$ cat config.mk
export PLATFORM = sky130hd
export DESIGN_NAME = hls_hash_unit
export DESIGN_NICKNAME = d
export VERILOG_FILES = /design/src/design/hls_pkg.sv /design/src/design/hls_hash_unit.sv
export VERILOG_INCLUDE_DIRS = /design/src /design/src/design
export SDC_FILE = /design/constraint.sdc
export NUM_CORES = 1
export LEC_CHECK = 0
export ABC_CLOCK_PERIOD_IN_PS = 7830
export BUFFER_PORTS_ARGS = -buffer_cell sky130_fd_sc_hd__buf_2
export CORE_ASPECT_RATIO = 0.7
export CORE_UTILIZATION = 60
export CTS_BUF_LIST = sky130_fd_sc_hd__clkbuf_4
export DETAILED_ROUTE_END_ITERATION = 7
export PLACE_DENSITY_LB_ADDON = 0.3
export SLEW_MARGIN = 20
export SYNTH_ARGS = -nofsm -noshare
export SYNTH_HDL_FRONTEND = slang
export SYNTH_SLANG_ARGS = --single-unit
export TNS_END_PERCENT = 10
$ cat constraint.sdc
create_clock -name clk -period 7.83 [get_ports clk]
set_input_delay 0.3915 -clock clk [delete_from_list [all_inputs] [get_ports clk]]
set_output_delay 0.3915 -clock clk [all_outputs]
set_load 0.01 [all_outputs]
$ cat src/design/hashed_lifo_stack_unit_assert.svh
// Assertion macros shared by the hashed LIFO stack RTL.
// Define ASSERT_OFF to compile every check away; no other dependencies.
`ifndef HASHED_LIFO_STACK_UNIT_ASSERT_SVH
`define HASHED_LIFO_STACK_UNIT_ASSERT_SVH

`ifndef ASSERT_OFF

`define HLS_ASSERT_ALWAYS(lbl, clk, rst_n, cond) \
  lbl: assert property (@(posedge clk) disable iff (!rst_n) (cond)) \
    else $error("hashed_lifo_stack: assertion failed");

`define HLS_ASSERT_IMPL(lbl, clk, rst_n, ante, cons) \
  lbl: assert property (@(posedge clk) disable iff (!rst_n) (ante) |-> (cons)) \
    else $error("hashed_lifo_stack: assertion failed");

`define HLS_ASSERT_NEXT(lbl, clk, rst_n, ante, cons) \
  lbl: assert property (@(posedge clk) disable iff (!rst_n) (ante) |=> (cons)) \
    else $error("hashed_lifo_stack: assertion failed");

`else

`define HLS_ASSERT_ALWAYS(lbl, clk, rst_n, cond)
`define HLS_ASSERT_IMPL(lbl, clk, rst_n, ante, cons)
`define HLS_ASSERT_NEXT(lbl, clk, rst_n, ante, cons)

`endif

`endif

$ cat src/design/hls_pkg.sv
// Shared types, constants and the hash multiply for the hashed LIFO stack.
// No dependencies; imported by every module of the block.
package hls_pkg;

  localparam int unsigned HASH_W = 64;

  localparam logic [HASH_W-1:0] SEED_RESET = 64'h0000_0000_1603_2007;
  localparam logic [HASH_W-1:0] HASH_MULT  = 64'h0000_0000_0100_0193;

  localparam logic CMD_PUSH = 1'b0;
  localparam logic CMD_POP  = 1'b1;

  typedef enum logic [2:0] {
    ST_IDLE,
    ST_PUSH_HASH,
    ST_POP_LOAD,
    ST_WALK_READ,
    ST_WALK_LOAD,
    ST_WALK_HASH,
    ST_DONE
  } hls_state_t;

  // Enables from the sequencer to the storage.
  typedef struct packed {
    logic ent_we;
    logic pre_we;
    logic rd_en;
  } hls_mem_ctl_t;

  // Multiply by HASH_MULT modulo 2^64. The prime is 2^24 + 2^8 + 2^7 + 2^4 + 2^1 + 1,
  // so the product is a sum of six shifted copies.
  function automatic logic [HASH_W-1:0] hash_mul(input logic [HASH_W-1:0] h);
    return h + (h << 1) + (h << 4) + (h << 7) + (h << 8) + (h << 24);
  endfunction

endpackage

$ cat src/design/hls_hash_unit.sv
// Shared bit-serial hash unit: folds one data bit per cycle into the hash.
// Depends on hls_pkg and the assertion macro header.
`include "hashed_lifo_stack_unit_assert.svh"

module hls_hash_unit
  import hls_pkg::*;
#(
  parameter int DATA_WIDTH = 32
) (
  input  logic                  clk,
  input  logic                  rst_n,
  input  logic                  start,
  input  logic [HASH_W-1:0]     h0,
  input  logic [DATA_WIDTH-1:0] word,
  output logic                  done,
  output logic [HASH_W-1:0]     hash
);

  localparam int CNT_W = $clog2(DATA_WIDTH);

  logic                  busy_r;
  logic                  done_r;
  logic [CNT_W-1:0]      cnt_r;
  logic [HASH_W-1:0]     h_r;
  logic [DATA_WIDTH-1:0] word_r;

  always_ff @(posedge clk) begin
    if (!rst_n) begin
      busy_r <= 1'b0;
      done_r <= 1'b0;
      cnt_r  <= '0;
    end else begin
      done_r <= 1'b0;
      if (start) begin
        busy_r <= 1'b1;
        cnt_r  <= '0;
      end else if (busy_r) begin
        cnt_r <= cnt_r + 1'b1;
        if (cnt_r == CNT_W'(DATA_WIDTH - 1)) begin
          busy_r <= 1'b0;
          done_r <= 1'b1;
        end
      end
    end
  end

  // Bits are taken from the LSB upward: xor the bit in, then multiply.
  always_ff @(posedge clk) begin
    if (start) begin
      h_r    <= h0;
      word_r <= word;
    end else if (busy_r) begin
      h_r    <= hash_mul(h_r ^ {{(HASH_W-1){1'b0}}, word_r[0]});
      word_r <= word_r >> 1;
    end
  end

  assign done = done_r;
  assign hash = h_r;

  `HLS_ASSERT_IMPL(a_start_idle, clk, rst_n, start, !busy_r)
  `HLS_ASSERT_IMPL(a_done_idle, clk, rst_n, done_r, !busy_r && !start)

endmodule

==> key figures <==
Global routing
  – Largest net degree at the start of global routing: 93
  – First-pass GRT wire length: around 61000 um
  – Antenna violations before repair: 3
  – GRT Total Usage: around a third
  – Vias in the first global route: between 10k and 15k
  – GR Overflow Total: 0

CTS
  – CTS tree: yes
  – Resize count post-CTS: 0
  – Clock slew at reported path FFs: approximately 0.20 ns
  – Number of post-CTS setup repair buffers: 0
  – CTS Hold Bufs: 0
  – CTS sink cnt: 103
  – CTS Buf Count: 9
  – Root buf cell: clkbuf_4
  – Htree depth: 3
  – CTS max path bufs: 2
  – Clk Latency, worst-skew pair: 0.52 ns

Routing
  – Post-route ant nets: 0
  – Routed length per instance: ~20 um
  – DRC: 0
  – Vias per cell: 5.72
  – TritonRoute pass-1 iters: 8
  – Detailed Route Iter0 Violations: around 1.2k
  – Via count: 10.7k
  – Drt total wl: 38200 um

Yosys
  – Synth Area in Simple Gates: a little under a tenth
  – Synth Flop Type: edfxtp_1
  – Cell variety after synth: 67
  – Compound-gate portion of the synthesized area: 12.3%
  – Sequential fraction of the synthesis area: 22.0%
  – Netlist Area Pre-Place: 0.0138 mm2
  – Synth Instances: 1422
  – Post-synth EDFFs: 96
  – #FFs+latches synth: between 100 and 150
  – Async SR Flop Fraction: 0%
  – Synth Area per Inst: just under 10 um2
  – Main combinational cell family by area after synthesis: adder cells
  – Fraction of the mapped netlist area in adder cells: 38.3%
  – Synth Warn #: 0
  – Synth Area in XOR/XNOR: 4.39%
  – Mux cell area share after synthesis: 3.40%
  – Syn Nets: 1821

Timing
  – Post-route minimum period: 5.44 ns
  – Relative slew slack: 35.6%
  – Fmax: 0.184 GHz
  – Setup Viol. Count Final: 0
  – Max Slew Vio Count: 0
  – Unrepaired setup endpoints after global routing: no
  – Final Hold Vio Count: 0
  – Post-route clock period utilization: between 60% and 70%
  – Setup_tns: 0 ns
  – WHS: 0.105 ns
  – Post-route clock skew: 0.0148 ns
  – Setup ws final: between 2 and 2.5 ns
  – Worst Tran Pin Value: 0.966 ns

Die
  – Placement Rows: 45
  – Core area: 0.0221 mm2
  – Die W: 183 um
  – Die footprint: between 0.02 and 0.025 mm2
  – Starting Density: 62.4%
  – Die Span Y: 129 um
  – IO Pins: 164

Worst setup path
  – CP required: around 8 ns
  – Critical Path Source Type: flop
  – Most frequent CP cell: inv_1
  – R2R cell count: 18
  – Setup crit end kind: flop
  – Crit Path Category: flop to flop
  – Cell breakdown of the critical path: xor2_1 > inv_1 > fa_1 > inv_1 > fa_1 > inv_1 > fa_1 > inv_1 > ha_1 > and3_1 > and2_1 > nand2_1 > nor3_1 > o21ai_2 > o2111ai_1 > nand2_1 > a41oi_1 > nand3_1
  – Worst reg2reg startpoint: hash[0]$_DFFE_PP_
  – Crit Reg-Reg Endpoint: hash[63]$_DFFE_PP_
  – Max stage delay on crit path: 0.54 ns
  – Reg2Reg Setup Slack: between 2 and 2.5 ns
  – CP max-delay cell: fa_1
  – Arrival @ worst endpoint: between 5 and 6 ns
  – CP max FO: 5

Run status
  – Run status: finished clean

Placement
  – Final Wtd Congestion: 0.989
  – Detailed-placement wirelength estimate: 32400 um
  – Post-place setup slack: approximately 2.5 ns
  – DP Area: 0.0148 mm2
  – IO Port Bufs: around 160

Hold path
  – Worst hold start: rst_n
  – Hold Crit Depth: 2
  – HP Class: input pin to flop
  – Hold endpoint: busy_r$_SDFF_PN0_

Layout
  – Layout cell share with drive strength beyond 1: 15.5%
  – Commonest non-fill, non-tap cell in the layout: inv_1
  – Finished Cell Area: 0.0149 mm2
  – Most frequent cells in the layout: 332 x inv_1, 203 x fa_1, 162 x buf_2, 118 x nand2_1, 97 x ha_1
  – Synthesis-to-finish area growth: 8.41%
  – Fill cell count: about 1.9k
  – Layout net count: 1951
  – Diodes inserted: 0

Job
  – Number of max-cap violations: 0
-- worst max-delay path, delay by kind of cell, from the launching register on --
family | cells | cell delay [ns]
compound gates | 3 | 0.81
xor+xnor | 1 | 0.35
fa+ha+maj | 4 | 1.90
buf+inv | 4 | 0.45
flops | 1 | 0.45
simple gates | 6 | 1.25
-- synthesized netlist by cell type, types with 15 or more instances --
cell,number,area [um2]
o21ai_1,16,80.1
a21o_1,29,218
xor2_1,28,245
ha_1,97,1210
o21bai_1,15,113
inv_1,332,1250
nand4_1,20,125
xnor2_1,41,359
a21oi_1,77,385
fa_1,203,4060
mux2_2,38,428
o21ai_0,74,370
clkbuf_1,29,109
nor2_1,38,143
nand3_1,24,120
nand2_1,118,443
edfxtp_1,96,2880
-- layer usage --
metal	share of wire [%]	GRT usage, %
met1	46	53.8
met2	40	47.3
met3	13	11.9
met4	1.1	5.88
met5	0.065	0
-- cell families (layout without fill, tap and decap cells) --
group	Yosys count	count (layout)
compound gates	266	266
xor+xnor	69	69
fa+ha+maj	300	300
buf+inv	378	513
flops	103	103
mux	42	42
simple gates	264	264
-- worst max path at each step --
| stage | start | endpoint | slack (ns) | depth (start not counted) |
|---|---|---|---|---|
| after floorplan | hash[0]$_DFFE_PP_ | hash[63]$_DFFE_PP_ | 3.42 | 18 |
| after detailed placement | hash[0]$_DFFE_PP_ | hash[63]$_DFFE_PP_ | 2.54 | 18 |
| after CTS | hash[0]$_DFFE_PP_ | hash[63]$_DFFE_PP_ | 2.51 | 18 |
| after global placement | word_r[0]$_DFFE_PP_ | hash[63]$_DFFE_PP_ | 2.50 | 18 |
| after global routing | hash[0]$_DFFE_PP_ | hash[63]$_DFFE_PP_ | 2.17 | 18 |
| final | hash[0]$_DFFE_PP_ | hash[63]$_DFFE_PP_ | 2.39 | 18 |
-- layout make-up --
| class | instances | area, um2 | area share [%] |
|---|---|---|---|
| clock buffers | 9 | 67.6 | 0.453 |
| clock inverters | 7 | 71.3 | 0.478 |
| inverters | 332 | 1250 | 8.35 |
| multi-input cells | 941 | 9300 | 62.3 |
| flip-flops and latches | 103 | 3020 | 20.3 |
| well taps | 305 | 382 | 2.56 |
| repair buffers | 165 | 833 | 5.58 |
-- registers in the layout (all words and copies together), names as in the netlist --
signal,count
busy_r,1
done,1
hash,64
word_r,32
cnt_r,5
-- metrics by stage --
| stage | std cells | utilization, % |
|---|---|---|
| final | 1862 | 67.6 |
| after floorplan | 1422 | - |
| after CTS | 1862 | 67.6 |
| after global placement | 1846 | 67.0 |
| after detailed placement | 1846 | 67.0 |
| after global routing | 1862 | 67.6 |
Power is not shown: default switching activity piles up to over one toggle a cycle in this logic, so the estimate is an artifact.
