`src/design/hashed_lifo_stack_unit_assert.svh`:
```
// Assertion macros shared by the hashed LIFO stack RTL.
// Define ASSERT_OFF to compile every check away; no other dependencies.
`ifndef HASHED_LIFO_STACK_UNIT_ASSERT_SVH
`define HASHED_LIFO_STACK_UNIT_ASSERT_SVH

`ifndef ASSERT_OFF

`define HLS_ASSERT_ALWAYS(lbl, clk, rst_n, cond) \
  lbl: assert property (@(posedge clk) disable iff (!rst_n) (cond)) \
    else $error("hashed_lifo_stack: assertion failed");

`define HLS_ASSERT_IMPL(lbl, clk, rst_n, ante, cons) \
  lbl: assert property (@(posedge clk) disable iff (!rst_n) (ante) |-> (cons)) \
    else $error("hashed_lifo_stack: assertion failed");

`define HLS_ASSERT_NEXT(lbl, clk, rst_n, ante, cons) \
  lbl: assert property (@(posedge clk) disable iff (!rst_n) (ante) |=> (cons)) \
    else $error("hashed_lifo_stack: assertion failed");

`else

`define HLS_ASSERT_ALWAYS(lbl, clk, rst_n, cond)
`define HLS_ASSERT_IMPL(lbl, clk, rst_n, ante, cons)
`define HLS_ASSERT_NEXT(lbl, clk, rst_n, ante, cons)

`endif

`endif

```
`src/design/hls_pkg.sv`:
```
// Shared types, constants and the hash multiply for the hashed LIFO stack.
// No dependencies; imported by every module of the block.
package hls_pkg;

  localparam int unsigned HASH_W = 64;

  localparam logic [HASH_W-1:0] SEED_RESET = 64'h0000_0000_1603_2007;
  localparam logic [HASH_W-1:0] HASH_MULT  = 64'h0000_0000_0100_0193;

  localparam logic CMD_PUSH = 1'b0;
  localparam logic CMD_POP  = 1'b1;

  typedef enum logic [2:0] {
    ST_IDLE,
    ST_PUSH_HASH,
    ST_POP_LOAD,
    ST_WALK_READ,
    ST_WALK_LOAD,
    ST_WALK_HASH,
    ST_DONE
  } hls_state_t;

  // Enables from the sequencer to the storage.
  typedef struct packed {
    logic ent_we;
    logic pre_we;
    logic rd_en;
  } hls_mem_ctl_t;

  // Multiply by HASH_MULT modulo 2^64. The prime is 2^24 + 2^8 + 2^7 + 2^4 + 2^1 + 1,
  // so the product is a sum of six shifted copies.
  function automatic logic [HASH_W-1:0] hash_mul(input logic [HASH_W-1:0] h);
    return h + (h << 1) + (h << 4) + (h << 7) + (h << 8) + (h << 24);
  endfunction

endpackage

```
`src/design/hls_seq.sv`:
```
// Sequencer of the hashed LIFO stack: stack pointer, seed, sticky flags and walks.
// Depends on hls_pkg, the assertion macro header, and drives hls_store and hls_hash_unit.
`include "hashed_lifo_stack_unit_assert.svh"

module hls_seq
  import hls_pkg::*;
#(
  parameter int DEPTH      = 64,
  parameter int DATA_WIDTH = 32
) (
  input  logic                            clk,
  input  logic                            rst_n,
  input  logic                            in_valid,
  output logic                            in_ready,
  input  logic                            in_cmd,
  input  logic signed [DATA_WIDTH-1:0]    in_value,
  input  logic                            cfg_we,
  input  logic [HASH_W-1:0]               cfg_data,
  output logic                            hu_start,
  output logic [HASH_W-1:0]               hu_h0,
  output logic [DATA_WIDTH-1:0]           hu_word,
  input  logic                            hu_done,
  input  logic [HASH_W-1:0]               hu_hash,
  output hls_mem_ctl_t                    mem_ctl,
  output logic [$clog2(DEPTH)-1:0]        ent_waddr,
  output logic [DATA_WIDTH-1:0]           ent_wdata,
  output logic [$clog2(DEPTH)-1:0]        pre_waddr,
  output logic [HASH_W-1:0]               pre_wdata,
  output logic [$clog2(DEPTH)-1:0]        rd_addr,
  input  logic [DATA_WIDTH-1:0]           ent_rdata,
  input  logic [HASH_W-1:0]               pre_rdata,
  output logic                            res_valid,
  input  logic                            res_ready,
  output logic signed [DATA_WIDTH-1:0]    res_top,
  output logic [$clog2(DEPTH+1)-1:0]      res_count,
  output logic [HASH_W-1:0]               res_hash,
  output logic                            res_ovf,
  output logic                            res_unf
);

  localparam int AW = $clog2(DEPTH);
  localparam int CW = $clog2(DEPTH + 1);

  hls_state_t                   state_r, state_nxt;
  logic [CW-1:0]                count_r, count_nxt;
  logic [CW-1:0]                idx_r, idx_nxt;
  logic [HASH_W-1:0]            seed_r, seed_nxt;
  logic [HASH_W-1:0]            hash_r, hash_nxt;
  logic signed [DATA_WIDTH-1:0] top_r, top_nxt;
  logic                         dirty_r, dirty_nxt;
  logic                         ovf_r, ovf_nxt;
  logic                         unf_r, unf_nxt;
  logic                         is_full;
  logic                         is_empty;
  logic [CW-1:0]                count_new;
  logic [CW-1:0]                count_dec;
  logic [CW-1:0]                idx_inc;

  always_ff @(posedge clk) begin
    if (!rst_n) begin
      state_r <= ST_IDLE;
      count_r <= '0;
      seed_r  <= SEED_RESET;
      hash_r  <= SEED_RESET;
      top_r   <= '0;
      dirty_r <= 1'b0;
      ovf_r   <= 1'b0;
      unf_r   <= 1'b0;
    end else begin
      state_r <= state_nxt;
      count_r <= count_nxt;
      seed_r  <= seed_nxt;
      hash_r  <= hash_nxt;
      top_r   <= top_nxt;
      dirty_r <= dirty_nxt;
      ovf_r   <= ovf_nxt;
      unf_r   <= unf_nxt;
    end
  end

  always_ff @(posedge clk) begin
    idx_r <= idx_nxt;
  end

  assign is_full   = (count_r == CW'(DEPTH));
  assign is_empty  = (count_r == '0);
  assign count_dec = count_r - 1'b1;
  assign idx_inc   = idx_r + 1'b1;
  assign in_ready  = (state_r == ST_IDLE);

  always_comb begin
    state_nxt = state_r;
    count_nxt = count_r;
    idx_nxt   = idx_r;
    seed_nxt  = seed_r;
    hash_nxt  = hash_r;
    top_nxt   = top_r;
    dirty_nxt = dirty_r;
    ovf_nxt   = ovf_r;
    unf_nxt   = unf_r;
    count_new = count_r;
    hu_start  = 1'b0;
    hu_h0     = hash_r;
    hu_word   = in_value;
    mem_ctl   = '0;
    ent_waddr = count_r[AW-1:0];
    ent_wdata = in_value;
    pre_waddr = count_dec[AW-1:0];
    pre_wdata = hu_hash;
    rd_addr   = count_r[AW-1:0] - 2'd2;
    res_valid = 1'b0;

    unique case (state_r)
      ST_IDLE: begin
        if (in_valid) begin
          if (in_cmd == CMD_PUSH) begin
            if (!is_full) begin
              mem_ctl.ent_we = 1'b1;
              count_new      = count_r + 1'b1;
              top_nxt        = in_value;
            end else begin
              ovf_nxt = 1'b1;
            end
          end else begin
            if (!is_empty) begin
              count_new = count_dec;
            end else begin
              unf_nxt = 1'b1;
            end
          end
          count_nxt = count_new;

          if (dirty_r) begin
            // The seed changed since the prefixes were built: rebuild them all.
            idx_nxt  = '0;
            hash_nxt = seed_r;
            top_nxt  = '0;
            if (count_new == '0) begin
              dirty_nxt = 1'b0;
              state_nxt = ST_DONE;
            end else begin
              state_nxt = ST_WALK_READ;
            end
          end else if (in_cmd == CMD_PUSH) begin
            if (!is_full) begin
              hu_start  = 1'b1;
              state_nxt = ST_PUSH_HASH;
            end else begin
              state_nxt = ST_DONE;
            end
          end else begin
            if (count_new == '0) begin
              hash_nxt  = seed_r;
              top_nxt   = '0;
              state_nxt = ST_DONE;
            end else begin
              // The new top sits at index count-2 before the pop.
              mem_ctl.rd_en = 1'b1;
              state_nxt     = ST_POP_LOAD;
            end
          end
        end
      end

      ST_PUSH_HASH: begin
        if (hu_done) begin
          mem_ctl.pre_we = 1'b1;
          hash_nxt       = hu_hash;
          state_nxt      = ST_DONE;
        end
      end

      ST_POP_LOAD: begin
        top_nxt   = ent_rdata;
        hash_nxt  = pre_rdata;
        state_nxt = ST_DONE;
      end

      ST_WALK_READ: begin
        mem_ctl.rd_en = 1'b1;
        rd_addr       = idx_r[AW-1:0];
        state_nxt     = ST_WALK_LOAD;
      end

      ST_WALK_LOAD: begin
        hu_start  = 1'b1;
        hu_word   = ent_rdata;
        top_nxt   = ent_rdata;
        state_nxt = ST_WALK_HASH;
      end

      ST_WALK_HASH: begin
        if (hu_done) begin
          mem_ctl.pre_we = 1'b1;
          pre_waddr      = idx_r[AW-1:0];
          hash_nxt       = hu_hash;
          idx_nxt        = idx_inc;
          if (idx_inc == count_r) begin
            dirty_nxt = 1'b0;
            state_nxt = ST_DONE;
          end else begin
            state_nxt = ST_WALK_READ;
          end
        end
      end

      ST_DONE: begin
        res_valid = 1'b1;
        if (res_ready) begin
          state_nxt = ST_IDLE;
        end
      end

      default: begin
        state_nxt = ST_IDLE;
      end
    endcase

    // User must make seed writes only in idle (unchecked); they mark prefix hashes stale.
    if (cfg_we) begin
      seed_nxt  = cfg_data;
      dirty_nxt = 1'b1;
    end
  end

  assign res_top   = top_r;
  assign res_count = count_r;
  assign res_hash  = hash_r;
  assign res_ovf   = ovf_r;
  assign res_unf   = unf_r;

  `HLS_ASSERT_ALWAYS(a_count_bound, clk, rst_n, count_r <= CW'(DEPTH))
  `HLS_ASSERT_NEXT(a_ovf_sticky, clk, rst_n, ovf_r, ovf_r)
  `HLS_ASSERT_NEXT(a_unf_sticky, clk, rst_n, unf_r, unf_r)

endmodule

```
`config.mk`:
```
export PLATFORM = sky130hd
export DESIGN_NAME = hls_seq
export DESIGN_NICKNAME = d
export VERILOG_FILES = /design/src/design/hls_pkg.sv /design/src/design/hls_seq.sv
export VERILOG_INCLUDE_DIRS = /design/src /design/src/design
export SDC_FILE = /design/constraint.sdc
export NUM_CORES = 1
export LEC_CHECK = 0
export BUFFER_PORTS_ARGS = -buffer_cell sky130_fd_sc_hd__buf_2
export CORE_AREA = 3 3 229 231
export DETAILED_ROUTE_END_ITERATION = 12
export DIE_AREA = 0 0 232 234
export GPL_TIMING_DRIVEN = 0
export PLACE_DENSITY = 0.53
export SYNTH_ARGS = -nofsm -noshare
export SYNTH_HDL_FRONTEND = slang
export SYNTH_SLANG_ARGS = --single-unit
```
`constraint.sdc`:
```
create_clock -name clk -period 2.4 [get_ports clk]
set_input_delay 0.12 -clock clk [delete_from_list [all_inputs] [get_ports clk]]
set_output_delay 0.12 -clock clk [all_outputs]
set_load 0.005 [all_outputs]
```
==> qor.tcl <==
set qor(hp-start) {hu_hash[17]}
set qor(route.detailed.wl_per_inst_microns) 18.98
set qor(cts_buffer_depth) 2
set qor(cts_tree) {yes}
set qor(die_area_sq_mm) 0.05429
set qor(drt_wl_total_mm) 50.45
set qor(layout.cells.most_common) {buf_2}
set qor(power_per_cell_area_mw_per_mm2) 1062
set qor(post_dp_cell_area_sq_mm) 0.01497
set qor(design.final.nets) 2240
set qor(place_congestion) 0.8807
set qor(category_of_the_most_critical_setup_path) {register to primary output}
set qor(cp_top_family) {simple AND/OR/NAND/NOR gates}
set qor(dp_slack_ns) -1.950
set qor(setup_violations) 99
set qor(sequential_cell_area_sq_mm) 0.003686
set qor(critical-path-max-stage-delay_ns) 0.38
set qor(num_rows) 82
set qor(run_status) {complete, but fails checks}
set qor(post-layout-total-power_mw) 18.28
set qor(netlist.area_leader.share) 0.3088
set qor(pin_count) 584
set qor(min_period_ns) 2.681
set qor(netlist.top_cell.by_area) {dfxtp_1}
set qor(critical_path_endpoint_category) {primary output}
set qor(yosys_warnings) 0
set qor(maxClockFrequency_mhz) 373.1
set qor(ratio_of_cells_with_drive_above_1_in_the_final_layout) 0.4728
set qor(grt_overflow) 0
set qor(gr-usage-all-layers) 0.1766
set qor(multi_input_area_sq_mm) 0.005987
set qor(worst-r2r-cell-count) 13
set qor(crit_required_ns) 2.28
set qor(io_buffer_count) 581
set qor(max-slew-margin-rel) 0.2249
set qor(cell_chain_critical_path) {inv_4 > ha_4 > nor3b_4 > buf_6 > a21oi_2 > or3_4 > a21oi_4 > and3_4 > o41ai_4 > buf_2}
set qor(r2r_slack_ns) -0.27
set qor(rr_endpoint) {hu_h0[48]}
set qor(violated_checks) {negative setup slack}
set qor(ys_seq_elements) 180
set qor(fill_cells) 5334
set qor(ys_top_cells_by_area) {dfxtp_1 31%, mux2i_1 11%, buf_4 11%, a22o_1 9.2%, nand2_1 5.4%}
set qor(cts.root.buffer_cell) {clkbuf_16}
set qor(setup_slack_ns) -0.2806
set qor(worstMarginPinSlew_ns) 1.163
set qor(finish.instance_area_sq_mm) 0.01722
set qor(h_tree_lvls) 4
set qor(worst-endpoint-arrival_ns) 2.56
set qor(bufs_and_invs_on_worst_path) 3
set qor(synth-edff-count) 7
set qor(worst_path_max_delay_cell) {dfxtp_4}
set qor(mappedNetlistArea_sq_mm) 0.01121
set qor(slew_viol_final) 0
set qor(place_hpwl_mm) 38.95
set qor(ys_async_sr_fraction) 0
set qor(maxCapViolCount) 0
set qor(layout_worst_path_cycle_share) 1.117
set qor(drt_iter0_drc) 549
set qor(hold_path_class) {primary input to register}
set qor(vias) 11810
set qor(skew_ns) 0.01515
set qor(grt_start_max_net_pins) 18
set qor(drt-pass1-iter-count) 5
set qor(vdd_drop_max_v) 0.0005426
set qor(grt_first_pass_wirelength_mm) 72.71
set qor(cellLeakagePower_nw) 8.963
set qor(ys_types) 67
set qor(synth_fp_nets) 1505
set qor(post_synth.cell_area_avg_sq_um) 9.073
set qor(cts.reportedPaths.clkPinSlew_ns) 0.08
set qor(cp_max_fo) 5
set qor(vias_per_cell) 4.444
set qor(netlist_instances) 1236
set qor(setup.worst_path.start_class) {register}
set qor(vertical_extent_of_the_die_microns) 234
set qor(ys.flop_type) {dfxtp_1}
set qor(cts_made_buffers) 17
set qor(die-width_microns) 232
set qor(initial_utilization) 0.2231
set qor(worst_hold_path.num_cells) 5
set qor(drt_drc_violations_left) 0
set qor(min_to) {hu_h0[17]}
set qor(drt.antenna.violating_nets) 0
set qor(final_core_utilization) 0.3425
set qor(synth_sequential_area_ratio) 0.3276
set qor(finalHoldViolations) 0
set qor(antenna_found_initial) 3
set qor(rsz0062_at_grt) {yes}
set qor(area_overhead_of_the_layout_relative_to_synthesis_pct) 53.53
set qor(placed_cells_incl_taps) 2489
set qor(mostFrequentLayoutCells) {593 x buf_2, 193 x buf_4, 169 x dfxtp_1}
set qor(final_cell_count_no_fill) 2658
set qor(cts_sinks) 180
set qor(number_of_global_route_vias_before_repair) 11920
set qor(regToRegStartpoint) {res_count[2]}
set qor(design.core.area_sq_mm) 0.05027
set qor(clk-insertion-delay-late_ns) 0.46
per-layer routing:
layer,routed length (microns),track usage,up-vias,part of all wire
met5,0,0,-,0
met4,601,0.04222,0,0.012
met3,2115,0.02587,29,0.042
met2,25210,0.3056,350,0.50
met1,22520,0.2316,5777,0.45
li1,-,-,5656,-
worst register-to-register path, delay by kind of cell (launching register included):
family / cells / cell delay (ns)
buf+inv: 6 / 0.97
fa+ha+maj: 1 / 0.15
mux: 1 / 0.22
compound gates: 4 / 0.73
simple gates: 1 / 0.15
flops: 1 / 0.37
final cells by class:
class / instances / area share
Antenna cell: 2 / 0.0002907
Clock buffer: 19 / 0.02514
Clock inverter: 13 / 0.007994
Tap cell: 672 / 0.04883
Multi-Input combinational cell: 784 / 0.3477
Buffer: 265 / 0.1101
Inverter: 7 / 0.001817
Sequential cell: 180 / 0.2141
Timing Repair Buffer: 716 / 0.2440
sequential cells by signal, indices dropped and copies added, names as in the netlist:
signal	count
res_top	32
seed_r	64
res_unf	1
res_ovf	1
state_r	3
idx_r	7
res_count	7
hu_h0	64
dirty_r	1
Yosys cell counts (3+ instances only):
cell      count
and3_1        3
ha_1          6
nor2_1       39
buf_12        6
clkbuf_1     74
nor3_1        5
o21ai_0       7
a211oi_1      4
o21ai_1       3
edfxtp_1      7
nor2b_1      69
nand3_1      10
mux2i_1     128
inv_1         7
xor2_1        5
a221oi_1      9
buf_4       168
nand2_1     160
mux2_2       34
o22a_1       32
a21boi_0      3
a22o_1      118
and2_1        4
xnor2_1      17
dfxtp_1     173
a21oi_1      25
buf_6         4
buf_2         6
a21o_1       56
buf_1         7
report_power, final:
group	total [mW]	switching, mW	internal (mW)
sequential	4.43	0.688	3.74
combinational	11.0	5.48	5.51
clock	2.87	1.40	1.47
worst max-delay path by stage:
stage	cells after the start	from	endpoint	slack [ns]
5_1_grt	10	res_count[2]	mem_ctl[0]	-0.38
3_3_place_gp	6	state_r[0]	idx_r[2]	-1.92
4_1_cts	10	res_count[2]	mem_ctl[0]	-0.41
6_report	10	res_count[1]	mem_ctl[0]	-0.28
2_1_floorplan	11	res_count[2]	hu_h0[10]	0.00004
3_5_place_dp	6	state_r[0]	idx_r[3]	-1.95
per-stage QoR:
stage	setup TNS, ns	hold slack, ns
finish	-19.36	0.04219
global route	-29.17	0.03472
CTS	-18.32	0.0004542
detailed placement	-94.56	0.3450
global placement	-104.33	0.3407
floorplan	0	0.2485
kinds of logic (layout without fill, tap and decap cells):
group	Yosys count	count (layout)	synth area share
AND/OR/NAND/NOR	309	309	0.1305
buffers and inverters	272	1020	0.1593
other	0	2	0
XOR/XNOR	24	24	0.02120
AO/OA/AOI/OAI	283	283	0.2063
multiplexers	162	162	0.1484
adder cells (fa/ha/maj)	6	6	0.006694
flip-flops	180	180	0.3276
repair_timing:
item,4_1_cts,5_1_grt
gates resized for setup,76,49
setup endpoints to repair,163,139
setup buffers,23,7
endpoints found under the hold margin,103,0
pin swaps,14,12
gates cloned,1,1
hold buffers,103,0
Note: power is estimated with default switching activity, not from simulation.
